===== src/design/i2crts_pkg.sv =====
// Package for the I2C register transaction sequencer.
// Holds action codes, phase counts, address and slot constants, and the position and pin structs.
// No dependencies.
`default_nettype none

package i2crts_pkg;

    // Action codes of an input transaction
    typedef enum logic [1:0] {
        ACT_TICK  = 2'd0,
        ACT_WRITE = 2'd1,
        ACT_READ  = 2'd2,
        ACT_NONE  = 2'd3
    } t_action;

    localparam int PHASE_W = 7;

    // Phase counts of the two bus transactions
    localparam logic [PHASE_W-1:0] WRITE_PHASES = 7'd87;
    localparam logic [PHASE_W-1:0] READ_PHASES  = 7'd57;
    localparam logic [PHASE_W-1:0] START_PHASES = 7'd3;
    localparam logic [PHASE_W-1:0] STOP_PHASES  = 7'd3;

    // Fixed high bits of the 7-bit device address
    localparam logic [3:0] ADDR_PREFIX = 4'b0100;

    // Slot layout: eight data bits and one ACK bit, three phases each
    localparam logic [3:0] ACK_BIT  = 4'd8;
    localparam logic [1:0] SUB_LAST = 2'd2;
    localparam logic [1:0] SUB_HIGH = 2'd1;

    // Position of the next phase inside the transaction
    typedef struct packed {
        logic [PHASE_W-1:0] phase;    // phase index from the start
        logic [1:0]         sub;      // phase within a bit: low, high, low
        logic [3:0]         bit_idx;  // bit within a slot, ACK_BIT for the ACK
        logic [1:0]         seg;      // slot: address, register, value
    } t_pos;

    // Pin levels and flags that one phase produces
    typedef struct packed {
        logic scl;
        logic sda;
        logic last;
        logic sample;
    } t_pins;

endpackage

`default_nettype wire


===== src/design/i2crts_pins.sv =====
// Pin decode for one phase of an I2C transaction.
// Depends on i2crts_pkg for the position struct and phase counts.
`default_nettype none

module i2crts_pins (
    input  var i2crts_pkg::t_pos  i_pos,
    input  wire                   i_is_read,
    input  wire  [7:0]            i_addr_byte,
    input  wire  [7:0]            i_reg_byte,
    input  wire  [7:0]            i_val_byte,
    output i2crts_pkg::t_pins     o_pins
);

    logic [i2crts_pkg::PHASE_W-1:0] total;
    logic [i2crts_pkg::PHASE_W-1:0] stop_base;
    logic [i2crts_pkg::PHASE_W-1:0] stop_off;
    logic [7:0]                     sel_byte;
    logic                           in_start;
    logic                           in_stop;

    // Locate the phase in start, data or stop region
    assign total     = i_is_read ? i2crts_pkg::READ_PHASES : i2crts_pkg::WRITE_PHASES;
    assign stop_base = total - i2crts_pkg::STOP_PHASES;
    assign stop_off  = i_pos.phase - stop_base;
    assign in_start  = i_pos.phase < i2crts_pkg::START_PHASES;
    assign in_stop   = i_pos.phase >= stop_base;

    // Pick the byte of the current slot
    always_comb begin
        case (i_pos.seg)
            2'd0:    sel_byte = i_addr_byte;
            2'd1:    sel_byte = i_reg_byte;
            default: sel_byte = i_val_byte;
        endcase
    end

    // Drive pins for the phase
    always_comb begin
        o_pins.last   = 1'b0;
        o_pins.sample = 1'b0;
        if (in_start) begin
            o_pins.scl = i_pos.phase < 7'd2;
            o_pins.sda = i_pos.phase == 7'd0;
        end else if (in_stop) begin
            o_pins.scl  = stop_off >= 7'd1;
            o_pins.sda  = stop_off == 7'd2;
            o_pins.last = stop_off == 7'd2;
        end else begin
            o_pins.scl = i_pos.sub == i2crts_pkg::SUB_HIGH;
            if (i_pos.bit_idx == i2crts_pkg::ACK_BIT || (i_is_read && i_pos.seg != 2'd0)) begin
                o_pins.sda = 1'b1;
            end else begin
                o_pins.sda = sel_byte[~i_pos.bit_idx[2:0]];
            end
            // Take SDA after each data bit's high phase in the read slot
            o_pins.sample = i_is_read && i_pos.seg == 2'd1 &&
                            i_pos.sub == i2crts_pkg::SUB_LAST &&
                            i_pos.bit_idx != i2crts_pkg::ACK_BIT;
        end
    end

endmodule

`default_nettype wire


===== src/design/i2c_register_transaction_sequencer.sv =====
// Top level of the I2C register transaction sequencer.
// Depends on i2crts_pkg and i2crts_pins.
//
//   channel | direction | handshake                     | payload
//   in      | input     | i_in_valid / o_in_ready       | action, select, register, value, sda
//   out     | output    | o_out_valid / i_out_ready     | scl, sda, busy, last, read data, rejected
//
// One transaction in and one out per clock when the output is taken; a transaction passes
// an input register, then the phase decode into the result register.
// The phase position counters are updated as a transaction leaves the input register.
// Reset (synchronous, active low) empties both registers and returns the bus to idle.
// A stalled output holds its result; the input register still takes one more item.
`default_nettype none

module i2c_register_transaction_sequencer (
    input  wire         i_clk,
    input  wire         i_rst_n,
    input  wire         i_in_valid,
    output logic        o_in_ready,
    input  wire  [1:0]  i_action,
    input  wire  [2:0]  i_device_select,
    input  wire  [7:0]  i_register_index,
    input  wire  [7:0]  i_write_value,
    input  wire         i_sda_sample,
    output logic        o_out_valid,
    input  wire         i_out_ready,
    output logic        o_scl,
    output logic        o_sda_release,
    output logic        o_busy_res,
    output logic        o_last_phase,
    output logic [7:0]  o_read_data,
    output logic        o_rejected
);

    // Input register
    logic       r_in_valid;
    logic [1:0] r_action;
    logic [2:0] r_select;
    logic [7:0] r_reg_idx;
    logic [7:0] r_wr_val;
    logic       r_sample;

    // Transaction state
    logic                  r_active;
    logic                  r_is_read;
    logic [2:0]            r_dev_sel;
    logic [7:0]            r_reg_byte;
    logic [7:0]            r_val_byte;
    logic [7:0]            r_shift;
    i2crts_pkg::t_pos      r_pos;

    logic                  n_active;
    logic                  n_is_read;
    logic [2:0]            n_dev_sel;
    logic [7:0]            n_reg_byte;
    logic [7:0]            n_val_byte;
    logic [7:0]            n_shift;
    i2crts_pkg::t_pos      n_pos;

    // Result register
    logic       r_out_valid;
    logic       r_scl;
    logic       r_sda;
    logic       r_busy;
    logic       r_last;
    logic [7:0] r_rdata;
    logic       r_rej;

    logic       n_scl;
    logic       n_sda;
    logic       n_busy;
    logic       n_last;
    logic [7:0] n_rdata;
    logic       n_rej;

    logic                  move;
    logic                  is_cmd;
    logic                  start;
    logic                  cur_read;
    logic [2:0]            cur_sel;
    logic [7:0]            cur_reg;
    logic [7:0]            cur_val;
    logic [7:0]            cur_shift;
    logic [7:0]            shifted;
    logic [7:0]            cur_addr;
    i2crts_pkg::t_pos      cur_pos;
    i2crts_pkg::t_pos      adv_pos;
    i2crts_pkg::t_pins     pins;

    // Handshake: advance when the result register is free or being drained
    assign move       = r_in_valid && (!r_out_valid || i_out_ready);
    assign o_in_ready = !r_in_valid || move;

    // Capture the input transaction
    always_ff @(posedge i_clk) begin
        if (!i_rst_n) begin
            r_in_valid <= 1'b0;
        end else if (o_in_ready) begin
            r_in_valid <= i_in_valid;
        end
        if (o_in_ready && i_in_valid) begin
            r_action  <= i_action;
            r_select  <= i_device_select;
            r_reg_idx <= i_register_index;
            r_wr_val  <= i_write_value;
            r_sample  <= i_sda_sample;
        end
    end

    // Select the state in effect: a command on an idle bus starts fresh
    assign is_cmd    = r_action == i2crts_pkg::ACT_WRITE || r_action == i2crts_pkg::ACT_READ;
    assign start     = !r_active && is_cmd;
    assign cur_read  = start ? (r_action == i2crts_pkg::ACT_READ) : r_is_read;
    assign cur_sel   = start ? r_select  : r_dev_sel;
    assign cur_reg   = start ? r_reg_idx : r_reg_byte;
    assign cur_val   = start ? r_wr_val  : r_val_byte;
    assign cur_shift = start ? 8'd0      : r_shift;
    assign cur_pos   = start ? '0        : r_pos;
    assign cur_addr  = {i2crts_pkg::ADDR_PREFIX, cur_sel, cur_read};

    i2crts_pins u_pins (
        .i_pos       (cur_pos),
        .i_is_read   (cur_read),
        .i_addr_byte (cur_addr),
        .i_reg_byte  (cur_reg),
        .i_val_byte  (cur_val),
        .o_pins      (pins)
    );

    assign shifted = pins.sample ? {cur_shift[6:0], r_sample} : cur_shift;

    // Step the position: phase always, bit counters only after the start region
    always_comb begin
        adv_pos       = cur_pos;
        adv_pos.phase = cur_pos.phase + 7'd1;
        if (cur_pos.phase >= i2crts_pkg::START_PHASES) begin
            if (cur_pos.sub == i2crts_pkg::SUB_LAST) begin
                adv_pos.sub = 2'd0;
                if (cur_pos.bit_idx == i2crts_pkg::ACK_BIT) begin
                    adv_pos.bit_idx = 4'd0;
                    adv_pos.seg     = cur_pos.seg + 2'd1;
                end else begin
                    adv_pos.bit_idx = cur_pos.bit_idx + 4'd1;
                end
            end else begin
                adv_pos.sub = cur_pos.sub + 2'd1;
            end
        end
    end

    // Form next state and the result
    always_comb begin
        n_active   = r_active;
        n_is_read  = cur_read;
        n_dev_sel  = cur_sel;
        n_reg_byte = cur_reg;
        n_val_byte = cur_val;
        n_shift    = cur_shift;
        n_pos      = cur_pos;
        n_scl      = 1'b1;
        n_sda      = 1'b1;
        n_busy     = 1'b0;
        n_last     = 1'b0;
        n_rdata    = 8'd0;
        n_rej      = r_active && is_cmd;
        if (r_active || start) begin
            n_busy  = 1'b1;
            n_scl   = pins.scl;
            n_sda   = pins.sda;
            n_shift = shifted;
            if (pins.last) begin
                n_last   = 1'b1;
                n_rdata  = cur_read ? shifted : 8'd0;
                n_active = 1'b0;
                n_pos    = '0;
            end else begin
                n_active = 1'b1;
                n_pos    = adv_pos;
            end
        end
    end

    // Hold state and the result register
    always_ff @(posedge i_clk) begin
        if (!i_rst_n) begin
            r_active    <= 1'b0;
            r_is_read   <= 1'b0;
            r_dev_sel   <= 3'd0;
            r_reg_byte  <= 8'd0;
            r_val_byte  <= 8'd0;
            r_shift     <= 8'd0;
            r_pos       <= '0;
            r_out_valid <= 1'b0;
        end else begin
            if (move) begin
                r_active    <= n_active;
                r_is_read   <= n_is_read;
                r_dev_sel   <= n_dev_sel;
                r_reg_byte  <= n_reg_byte;
                r_val_byte  <= n_val_byte;
                r_shift     <= n_shift;
                r_pos       <= n_pos;
                r_out_valid <= 1'b1;
            end else if (i_out_ready) begin
                r_out_valid <= 1'b0;
            end
        end
        if (move) begin
            r_scl   <= n_scl;
            r_sda   <= n_sda;
            r_busy  <= n_busy;
            r_last  <= n_last;
            r_rdata <= n_rdata;
            r_rej   <= n_rej;
        end
    end

    assign o_out_valid   = r_out_valid;
    assign o_scl         = r_scl;
    assign o_sda_release = r_sda;
    assign o_busy_res    = r_busy;
    assign o_last_phase  = r_last;
    assign o_read_data   = r_rdata;
    assign o_rejected    = r_rej;

`ifndef NO_ASSERTIONS
    // An idle sequencer keeps its phase position cleared
    a_idle_pos: assert property (@(posedge i_clk) disable iff (!i_rst_n)
        !r_active |-> r_pos == '0)
        else $error("phase position not cleared while idle");

    // A read never runs past its last phase
    a_read_len: assert property (@(posedge i_clk) disable iff (!i_rst_n)
        (r_active && r_is_read) |-> r_pos.phase < i2crts_pkg::READ_PHASES)
        else $error("read transaction ran past its length");

    // A rejected command only happens during a transaction in progress
    a_rej_busy: assert property (@(posedge i_clk) disable iff (!i_rst_n)
        (r_out_valid && r_rej) |-> r_busy)
        else $error("command rejected on an idle bus");

    // The final phase ends the transaction
    a_last_idle: assert property (@(posedge i_clk) disable iff (!i_rst_n)
        (move && n_last) |=> !r_active)
        else $error("transaction still active after its last phase");
`endif

endmodule

`default_nettype wire


===== config.mk =====
export PLATFORM = sky130hd
export DESIGN_NAME = i2c_register_transaction_sequencer
export DESIGN_NICKNAME = d
export VERILOG_FILES = /design/src/design/i2crts_pkg.sv /design/src/design/i2crts_pins.sv /design/src/design/i2c_register_transaction_sequencer.sv
export SDC_FILE = /design/constraint.sdc
export NUM_CORES = 1
export LEC_CHECK = 0
export ABC_AREA = 1
export BUFFER_PORTS_ARGS = -buffer_cell sky130_fd_sc_hd__clkbuf_2
export CAP_MARGIN = 10
export CORE_ASPECT_RATIO = 0.5
export CORE_UTILIZATION = 45
export DETAILED_ROUTE_END_ITERATION = 12
export PLACE_DENSITY = 0.61
export SYNTH_ARGS = -nofsm -noshare
export SYNTH_HDL_FRONTEND = slang
export SYNTH_HIERARCHICAL = 1
export SYNTH_SLANG_ARGS = --single-unit

===== constraint.sdc =====
create_clock -name i_clk -period 6.3 [get_ports i_clk]
set_input_delay 0.63 -clock i_clk [delete_from_list [all_inputs] [get_ports i_clk]]
set_output_delay 0.63 -clock i_clk [all_outputs]
set_load 0.01 [all_outputs]

* Yosys cells after proc, flatten, opt, wreduce, memory -nomap -nowiden *
Cells that the tools add are included.

storage, ports and cells
  input bits = 26
  register bits after elaboration = 81
  logic and storage cells = 96
  output and inout bits = 15

cells by class
  add/sub/neg operators = 6
  order comparisons = 6
  mux-type cells = 30
  reductions and logical operators = 22
  bitwise operators = 1
  equality and inequality tests = 8

operators with widths
  operator                                                                              number
  8-bit 2-to-1 mux                                                                      6
  15-bit 2-to-1 mux                                                                     3
  8-bit one-hot mux with 2 select lines                                                 1
  7-bit by 2-bit less-than comparator with 1-bit output (second input constant)         2
  1-bit 2-to-1 mux                                                                      10
  2-bit 2-to-1 mux                                                                      5
  1-bit logical AND                                                                     8
  7-bit by 1-bit adder with 7-bit output (second input constant)                        1
  7-bit by 2-bit equality test with 1-bit output (second input constant)                1
  7-bit by 1-bit greater-or-equal comparator with 1-bit output (second input constant)  1
  7-bit by 2-bit greater-or-equal comparator with 1-bit output (second input constant)  1
  7-bit greater-or-equal comparator                                                     1
  7-bit logical NOT                                                                     1
  7-bit 2-to-1 mux                                                                      1
  7-bit by 2-bit subtractor with 7-bit output (second input constant)                   1
  7-bit subtractor                                                                      1
  2-bit by 1-bit equality test with 1-bit output (second input constant)                3
  6-bit 2-to-1 mux                                                                      1
  1-bit logical OR                                                                      5
  2-bit by 1-bit adder with 2-bit output (second input constant)                        2
  4-bit by 1-bit adder with 4-bit output (second input constant)                        1
  2-bit equality test (second input constant)                                           2
  4-bit equality test (second input constant)                                           1
  3-bit by 4-bit less-than comparator with 1-bit output (second input constant)         1
  other kinds (10)                                                                      13

* Longest topological paths before layout *
Gate-level depths: netlist of the first run.

  depth in word-level cells = 12
  depth in mapped cells = 25

* Hierarchy *
The synthesis of the first run kept the hierarchy.

modules (own cells, without submodules)
  module                              instances  cells an instance  area an instance (sq um)
  i2c_register_transaction_sequencer  1          440                3691.0
  i2crts_pins                         1          125                614.3

* Worst setup path after synthesis of the first run *
OpenSTA, ideal clock, no wires.

  path kind = register -> register
  start point = register r_action[1]
  end point = register r_rdata[7] (netlist: o_read_data[7]) (data pin)
  data required time = 6.040 ns
  arrival = 2.939 ns
  setup slack = 3.101 ns
  cell stages (with the launch flop) = 18
  buffers on the path = 2
  clock period less this slack = 3.199 ns
  cell sequence = edfxtp_1 ha_1 nor2_2 buf_2 nand2_1 and2_1 inv_2 inv_1 ha_1 nand2_1 clkinv_1 nand4_1 nand3_2 nor4_1 clkbuf_1 clkinv_1 o211ai_1 nor2_1

RTL lines
  item                    RTL line                                   source
  from (decl)             i2c_register_transaction_sequencer.sv:37   logic [1:0] r_action;
  from (signal assigned)  i2c_register_transaction_sequencer.sv:102  r_action <= i_action;
  to (signal assigned)    i2c_register_transaction_sequencer.sv:213  r_rdata <= n_rdata;
  to (decl)               i2c_register_transaction_sequencer.sv:66   logic [7:0] r_rdata;

==> impl_metrics.env, run 1 <==
export IMPL_final_seq_area_um2=1970
export IMPL_synth_area_leader_cell="sky130_fd_sc_hd__edfxtp_1"
export IMPL_post_synth_inst_count=565
export IMPL_post_cts_resize_count=0
export IMPL_regToRegEndpoint="o_read_data[7]"
export IMPL_share_seq_of_total_power_pct=46.4
export IMPL_area_growth_synth_to_final_pct=13.7
export IMPL_worstReg2RegStart="r_action[1]"
export IMPL_numCtsBuffers=9
export IMPL_die_area_um2=9990
export IMPL_edff_count_synth=35
export IMPL_synth_sequential_area_ratio_pct=45.8
export IMPL_setup_worst_path_end="o_read_data[7]"
export IMPL_timing_worst_setup_path_type="flop to flop"
export IMPL_drc_errors=0
export IMPL_place_port_buffers=40
export IMPL_tritoncts_clock_tree="built"
export IMPL_synthArstFlopShare_pct=0
export IMPL_yosys_register_bits=81
export IMPL_share_clk_of_total_power_pct=43.3
export IMPL_synth_area_leaders="sky130_fd_sc_hd__edfxtp_1 (24%), sky130_fd_sc_hd__dfxtp_1 (21%), sky130_fd_sc_hd__nand2_1 (9.9%)"
export IMPL_cap_violations=0
export IMPL_firstDrtPassIters=7
export IMPL_htree_levels=3
export IMPL_switching_power_mw=0.317
export IMPL_worst_ep_arrival_time_ns=4.62
export IMPL_rsz0062_at_grt="false"
export IMPL_starting_density_of_the_core_pct=48.0
export IMPL_outcome="complete, no violations"
export IMPL_dr_total_vias=3646
export IMPL_post_route_min_period_ns=4.54
export IMPL_rows=24
export IMPL_clock_sinks=81
export IMPL_synth_lib_cells_used_distinct=37
export IMPL_first_global_vias=3375
export IMPL_post_route_cells_drive_above_1_share_pct=16.4
export IMPL_layout_filler_cells=860
export IMPL_grt_ovfl_total=0
export IMPL_grt_max_degree=55
export IMPL_worst_reg_to_reg_path_cell_count=15
export IMPL_cts_path_max_buffers=2
export IMPL_relSlewSlack_pct=20.5
export IMPL_globalRouteTotalUtil_pct=20.3
export IMPL_die_h_um=71.2
export IMPL_globalplace_congestion=0.836
export IMPL_number_of_max_slew_violations_in_the_final_report=0
export IMPL_synth_common_cells="sky130_fd_sc_hd__nand2_1 (113), sky130_fd_sc_hd__inv_1 (72), sky130_fd_sc_hd__nor2_1 (61), sky130_fd_sc_hd__a21oi_1 (46), sky130_fd_sc_hd__dfxtp_1 (46)"
export IMPL_leakage_nw=1.94
export IMPL_detailed_place_hpwl_um=6430
export IMPL_setup_worst_path_start="r_action[1]"
export IMPL_cts_root_buf="sky130_fd_sc_hd__clkbuf_16"
export IMPL_die_width_um=140
export IMPL_timing_final_setup_violations=0
export IMPL_timing_critical_path_fanout_max=15
export IMPL_routed_via_density=5.06
export IMPL_floorplan_io_pins=41
export IMPL_antenna_violating_nets_post_route=0
export IMPL_cts_hold_buffers=0
export IMPL_synth_avg_cell_area_um2=7.62
export IMPL_later_pin_clock_latency_in_the_skew_report_ns=0.34
export IMPL_most_used_dff_post_synth="sky130_fd_sc_hd__dfxtp_1"
export IMPL_drt_first_iter_violations=240
export IMPL_grt_antenna_before_repair=0
export IMPL_core_box_area_um2=8980
export IMPL_whs_ns=0.457
export IMPL_synth_top_area_share_pct=24.4
export IMPL_switching_share_pct=25.1
export IMPL_pwr_share_comb_pct=10.3
export IMPL_cp_start_kind="flop"
export IMPL_setup_worst_path_end_class="flop"
export IMPL_cts_repair_timing_setup_buffer_count=0
export IMPL_internal_power_mw=0.945
export IMPL_multiInputGateArea_um2=1910
export IMPL_final_net_count=633
export IMPL_fmax_ghz=0.220
export IMPL_synth_most_common_cell="sky130_fd_sc_hd__nand2_1"
export IMPL_grt_pass1_wl_um=15900
export IMPL_worst_r2r_setup_slack_ns=1.76
export IMPL_p_per_area_nw_per_um2=258
export IMPL_average_wire_length_per_cell_after_detail_routing_um=12.8
export IMPL_mappedNetlistArea_um2=4310
export IMPL_clock_pin_slew_on_the_worst_setup_and_hold_paths_ns=0.06
export IMPL_report_final_hold_viol_count=0
export IMPL_max_slew_worst_pin_slew_ns=1.18
export IMPL_antenna_cells=0
export IMPL_timing_hold_worst_class="flop to flop"
export IMPL_skew_ns=0.00620
export IMPL_worst_endpoint_required_ns=6.38
export IMPL_finalCritPeriodShare_pct=72.0
export IMPL_ys_warnings_count=6
export IMPL_worst_ir_drop_vdd_uv=150
export IMPL_totalWireLength_um=9210
export IMPL_setup_total_negative_slack_ns=0
==> metrics by stage <==
step	std cells	instance area (µm²)	worst slack (ns)	util [%]	power, mW
2_1_floorplan	567	4310	3.10	-	0.691
3_3_place_gp	705	4580	1.94	51.0	0.725
3_5_place_dp	705	4580	1.78	51.0	0.727
4_1_cts	721	4890	1.77	54.5	1.27
5_1_grt	721	4890	1.40	54.5	1.31
6_report	721	4890	1.76	54.5	1.26
==> worst max-delay path, cell delays in order (launching register included) <==
cell	delay, ns
sky130_fd_sc_hd__edfxtp_1	0.37
sky130_fd_sc_hd__ha_1	0.34
sky130_fd_sc_hd__nor2_4	0.32
sky130_fd_sc_hd__nand2_1	0.10
sky130_fd_sc_hd__and2_1	0.19
sky130_fd_sc_hd__inv_2	0.13
sky130_fd_sc_hd__inv_1	0.12
sky130_fd_sc_hd__ha_1	0.33
sky130_fd_sc_hd__nand2_1	0.10
sky130_fd_sc_hd__clkinv_1	0.11
sky130_fd_sc_hd__nand4_1	0.12
sky130_fd_sc_hd__nand3_2	0.14
sky130_fd_sc_hd__nor4_1	0.92
sky130_fd_sc_hd__clkinv_1	0.54
sky130_fd_sc_hd__o211ai_1	0.35
sky130_fd_sc_hd__nor2_1	0.09
==> flip-flops by register name (all words and copies together) (netlist names), 2 cells and up <==
| name | flops |
|---|---|
| r_val_byte | 8 |
| r_shift | 8 |
| r_wr_val | 8 |
| o_read_data | 8 |
| r_reg_idx | 8 |
| r_select | 3 |
| r_reg_byte | 8 |
| r_pos | 15 |
| r_action | 2 |
| r_dev_sel | 3 |
==> per-layer routing <==
| layer | track usage [%] | routed length, µm | vias up |
|---|---|---|---|
| met3 | 5.35 | 441 | 10 |
| met5 | 0 | 0 | - |
| met2 | 32.2 | 3900 | 71 |
| met1 | 27.7 | 4790 | 1643 |
| met4 | 5.13 | 80 | 0 |
| li1 | - | - | 1922 |
==> layout make-up <==
class | count | area share [%]
flip-flops and latches | 81 | 40.3
inverters | 88 | 6.75
repair buffers | 42 | 4.40
clock buffers | 11 | 5.16
multi-input cells | 377 | 39.1
clock inverters | 5 | 1.28
well taps | 117 | 2.99
==> cells in the final DEF, fill, tap and decap left out, types with 3 or more instances in the layout <==
cell                        count
sky130_fd_sc_hd__inv_2         13
sky130_fd_sc_hd__conb_1         4
sky130_fd_sc_hd__o21ai_1       23
sky130_fd_sc_hd__clkbuf_2      40
sky130_fd_sc_hd__a211oi_1      19
sky130_fd_sc_hd__nor2_2         7
sky130_fd_sc_hd__nor3_1         4
sky130_fd_sc_hd__clkinv_1       3
sky130_fd_sc_hd__edfxtp_1      35
sky130_fd_sc_hd__o21ai_0       14
sky130_fd_sc_hd__or2_2          3
sky130_fd_sc_hd__nand3_2        3
sky130_fd_sc_hd__clkbuf_16      9
sky130_fd_sc_hd__o211ai_1       3
sky130_fd_sc_hd__nand2_2        4
sky130_fd_sc_hd__dfxtp_1       46
sky130_fd_sc_hd__nor2_1        61
sky130_fd_sc_hd__nand3_1       38
sky130_fd_sc_hd__nor2_4         6
sky130_fd_sc_hd__a21oi_1       46
sky130_fd_sc_hd__ha_1           8
sky130_fd_sc_hd__nand2_1      113
sky130_fd_sc_hd__inv_1         72
sky130_fd_sc_hd__nand4_1        9
sky130_fd_sc_hd__nand3b_1       3
==> cells by family (layout without fill, tap and decap cells) <==
group	after synthesis	count (layout)	synth area share (%)
simple gates	256	256	27.5
compound gates	109	109	14.2
buf+inv	109	146	10.0
flops	81	81	45.8
fa+ha+maj	8	8	2.32
other cells	2	4	0.174
==> how the worst min path moves through the flow <==
| stage | startpoint | endpoint | slack (ns) | cells after the start |
|---|---|---|---|---|
| floorplan | r_dev_sel[0] | r_dev_sel[0] | 0.44 | 2 |
| detailed placement | r_reg_byte[7] | r_reg_byte[7] | 0.45 | 2 |
| global placement | r_val_byte[0] | r_val_byte[0] | 0.45 | 2 |
| CTS | i_write_value[1] | r_wr_val[1] | 0.45 | 1 |
| global route | i_write_value[3] | r_wr_val[3] | 0.45 | 1 |
| finish | r_reg_byte[7] | r_reg_byte[7] | 0.46 | 2 |
==> power by group through the flow <==
| stage | Combinational, mW | Sequential, mW | Clock, mW |
|---|---|---|---|
| floorplan | 0.0944 | 0.597 | 0 |
| global placement | 0.128 | 0.597 | 0 |
| detailed placement | 0.130 | 0.597 | 0 |
| CTS | 0.131 | 0.586 | 0.557 |
| global route | 0.148 | 0.588 | 0.577 |
| finish | 0.129 | 0.586 | 0.547 |
No activity file was read; power rests on OpenSTA's default activity.
==> run 2, diff against run 1 <==
==> constraint.sdc (replaced) <==
create_clock -name i_clk -period 4.6 [get_ports i_clk]
set_input_delay 0.46 -clock i_clk [delete_from_list [all_inputs] [get_ports i_clk]]
set_output_delay 0.46 -clock i_clk [all_outputs]
set_load 0.01 [all_outputs]
==> run 2 against run 1 <==
  * Non-clock buffer count increased by 1
  * Sequential power increased by 37%
  * Fmax increased by 28%
  * Critical endpoint unchanged
  * Cell count increased by 0.14%
  * Critical path depth increased by 2
  * Final area decreased by 0.28%
  * Global-route usage increased by 0.83 points
  * Utilization decreased by 0.15 points
  * Flip-flop and latch count unchanged
  * Wire length increased by 2.3%
==> impl_metrics.env, run 2 (synthesis gave the netlist of run 1 again) <==
export IMPL_die_h_um=71.2
export IMPL_clock_pin_slew_on_the_worst_setup_and_hold_paths_ns=0.06
export IMPL_cts_repair_timing_setup_buffer_count=0
export IMPL_clock_sinks=81
export IMPL_worst_hold_path_num_cells=1
export IMPL_antenna_violating_nets_post_route=0
export IMPL_worst_r2r_setup_slack_ns=1.06
export IMPL_cts_path_max_buffers=2
export IMPL_worst_ir_drop_vdd_uv=194
export IMPL_totalWireLength_um=9430
export IMPL_number_of_max_slew_violations_in_the_final_report=0
export IMPL_top_register="r_pos"
export IMPL_numPlacedInstances=706
export IMPL_antenna_cells=0
export IMPL_drt_first_iter_violations=269
export IMPL_globalRouteTotalUtil_pct=21.1
export IMPL_timing_critical_path_fanout_max=11
export IMPL_grt_max_degree=55
export IMPL_worst_endpoint_required_ns=4.69
export IMPL_fmax_ghz=0.283
export IMPL_timing_hold_worst_class="input port to flop"
export IMPL_tritoncts_clock_tree="built"
export IMPL_die_width_um=140
export IMPL_globalplace_congestion=0.852
export IMPL_cap_violations=0
export IMPL_place_port_buffers=40
export IMPL_numCtsBuffers=9
export IMPL_average_wire_length_per_cell_after_detail_routing_um=13.1
export IMPL_final_core_util_pct=54.3
export IMPL_die_area_um2=9990
export IMPL_largest_reg_flops=15
export IMPL_relSlewSlack_pct=42.7
export IMPL_cp_start_kind="flop"
export IMPL_final_cells=722
export IMPL_drc_errors=0
export IMPL_worstHoldEndpoint="r_wr_val[1]"
export IMPL_post_route_cells_drive_above_1_share_pct=16.2
export IMPL_detailed_place_hpwl_um=6450
export IMPL_worst_reg_to_reg_path_cell_count=17
export IMPL_cts_hold_buffers=0
export IMPL_timing_worst_setup_path_type="flop to flop"
export IMPL_starting_density_of_the_core_pct=48.0
export IMPL_cts_root_buf="sky130_fd_sc_hd__clkbuf_16"
export IMPL_p_per_area_nw_per_um2=346
export IMPL_rsz0062_at_grt="false"
export IMPL_post_cts_resize_count=0
export IMPL_later_pin_clock_latency_in_the_skew_report_ns=0.34
export IMPL_max_slew_worst_pin_slew_ns=0.858
export IMPL_skew_ns=0.00748
export IMPL_rows=24
export IMPL_final_net_count=634
export IMPL_regToRegEndpoint="o_read_data[7]"
export IMPL_htree_levels=3
export IMPL_routed_via_density=5.03
export IMPL_leakage_nw=1.93
export IMPL_core_box_area_um2=8980
export IMPL_worst_ep_arrival_time_ns=3.62
export IMPL_hold_path_startpoint="i_write_value[1]"
export IMPL_setup_ws_ns=1.06
export IMPL_setup_worst_path_end_class="flop"
export IMPL_setup_total_negative_slack_ns=0
export IMPL_grt_pass1_wl_um=16400
export IMPL_report_final_hold_viol_count=0
export IMPL_finalCritPeriodShare_pct=76.9
export IMPL_layout_commonest_cell="sky130_fd_sc_hd__nand2_1"
export IMPL_grt_antenna_before_repair=0
export IMPL_area_growth_synth_to_final_pct=13.3
export IMPL_dp_worst_setup_slack_ns=1.04
export IMPL_post_route_min_period_ns=3.54
export IMPL_layout_common_cells="sky130_fd_sc_hd__nand2_1 (113), sky130_fd_sc_hd__inv_1 (72), sky130_fd_sc_hd__nor2_1 (61), sky130_fd_sc_hd__a21oi_1 (46), sky130_fd_sc_hd__dfxtp_1 (46)"
export IMPL_floorplan_io_pins=41
export IMPL_worstReg2RegStart="r_action[1]"
export IMPL_timing_final_setup_violations=0
export IMPL_first_global_vias=3438
export IMPL_whs_ns=0.286
export IMPL_grt_ovfl_total=0
export IMPL_outcome="complete, no violations"
export IMPL_dr_total_vias=3635
export IMPL_firstDrtPassIters=4
run 2: layer usage:
layer / vias up / share of wire (%) / GRT usage, %
li1: 1916 / - / -
met1: 1635 / 51 / 29.6
met2: 76 / 42 / 32.4
met3: 8 / 5.9 / 5.48
met4: 0 / 0.76 / 5.62
met5: - / 0 / 0
run 2: how the worst max path moves through the flow:
stage,startpoint,to,cells past startpoint
floorplan,r_action[1],o_read_data[7],17
global placement,r_action[1],o_read_data[7],16
detailed placement,r_action[1],o_read_data[7],17
CTS,r_action[1],o_read_data[7],17
global route,r_action[1],r_pos[7],19
finish,r_action[1],o_read_data[7],17
run 2: where the power goes:
part           switching (mW)  leakage [nW]  total (mW)  internal, mW
combinational           0.124          1.09       0.177        0.0533
sequential             0.0133         0.702       0.802         0.789
clock                   0.294         0.133       0.712         0.418
run 2: area by class of cell:
type | instances | area [µm²]
tap | 117 | 146
fill | 882 | 4100
multi-input combinational | 377 | 1910
inverter | 88 | 330
sequential | 81 | 1970
clock buffer | 9 | 225
clock inverter | 7 | 68.8
timing repair buffer | 43 | 223
run 2: through the flow:
| step | cell area [µm²] | power, mW |
|---|---|---|
| 2_1_floorplan | 4310 | 0.947 |
| 3_3_place_gp | 4590 | 0.992 |
| 3_5_place_dp | 4590 | 0.994 |
| 4_1_cts | 4880 | 1.71 |
| 5_1_grt | 4880 | 1.76 |
| 6_report | 4880 | 1.69 |
run 2: worst max-delay path, stage by stage, from the launching register on:
cell and delay [ns]:
sky130_fd_sc_hd__edfxtp_1 0.36, sky130_fd_sc_hd__ha_1 0.36, sky130_fd_sc_hd__inv_1 0.11, sky130_fd_sc_hd__nand2_2 0.23, sky130_fd_sc_hd__nand2_1 0.07, sky130_fd_sc_hd__and2_1 0.16
sky130_fd_sc_hd__inv_2 0.11, sky130_fd_sc_hd__inv_1 0.08, sky130_fd_sc_hd__ha_1 0.32, sky130_fd_sc_hd__nand2_1 0.11, sky130_fd_sc_hd__clkinv_1 0.10, sky130_fd_sc_hd__nand4_1 0.12
sky130_fd_sc_hd__nand3_2 0.13, sky130_fd_sc_hd__nor4_1 0.20, sky130_fd_sc_hd__buf_4 0.21, sky130_fd_sc_hd__clkinv_1 0.23, sky130_fd_sc_hd__o211ai_1 0.29, sky130_fd_sc_hd__nor2_1 0.08
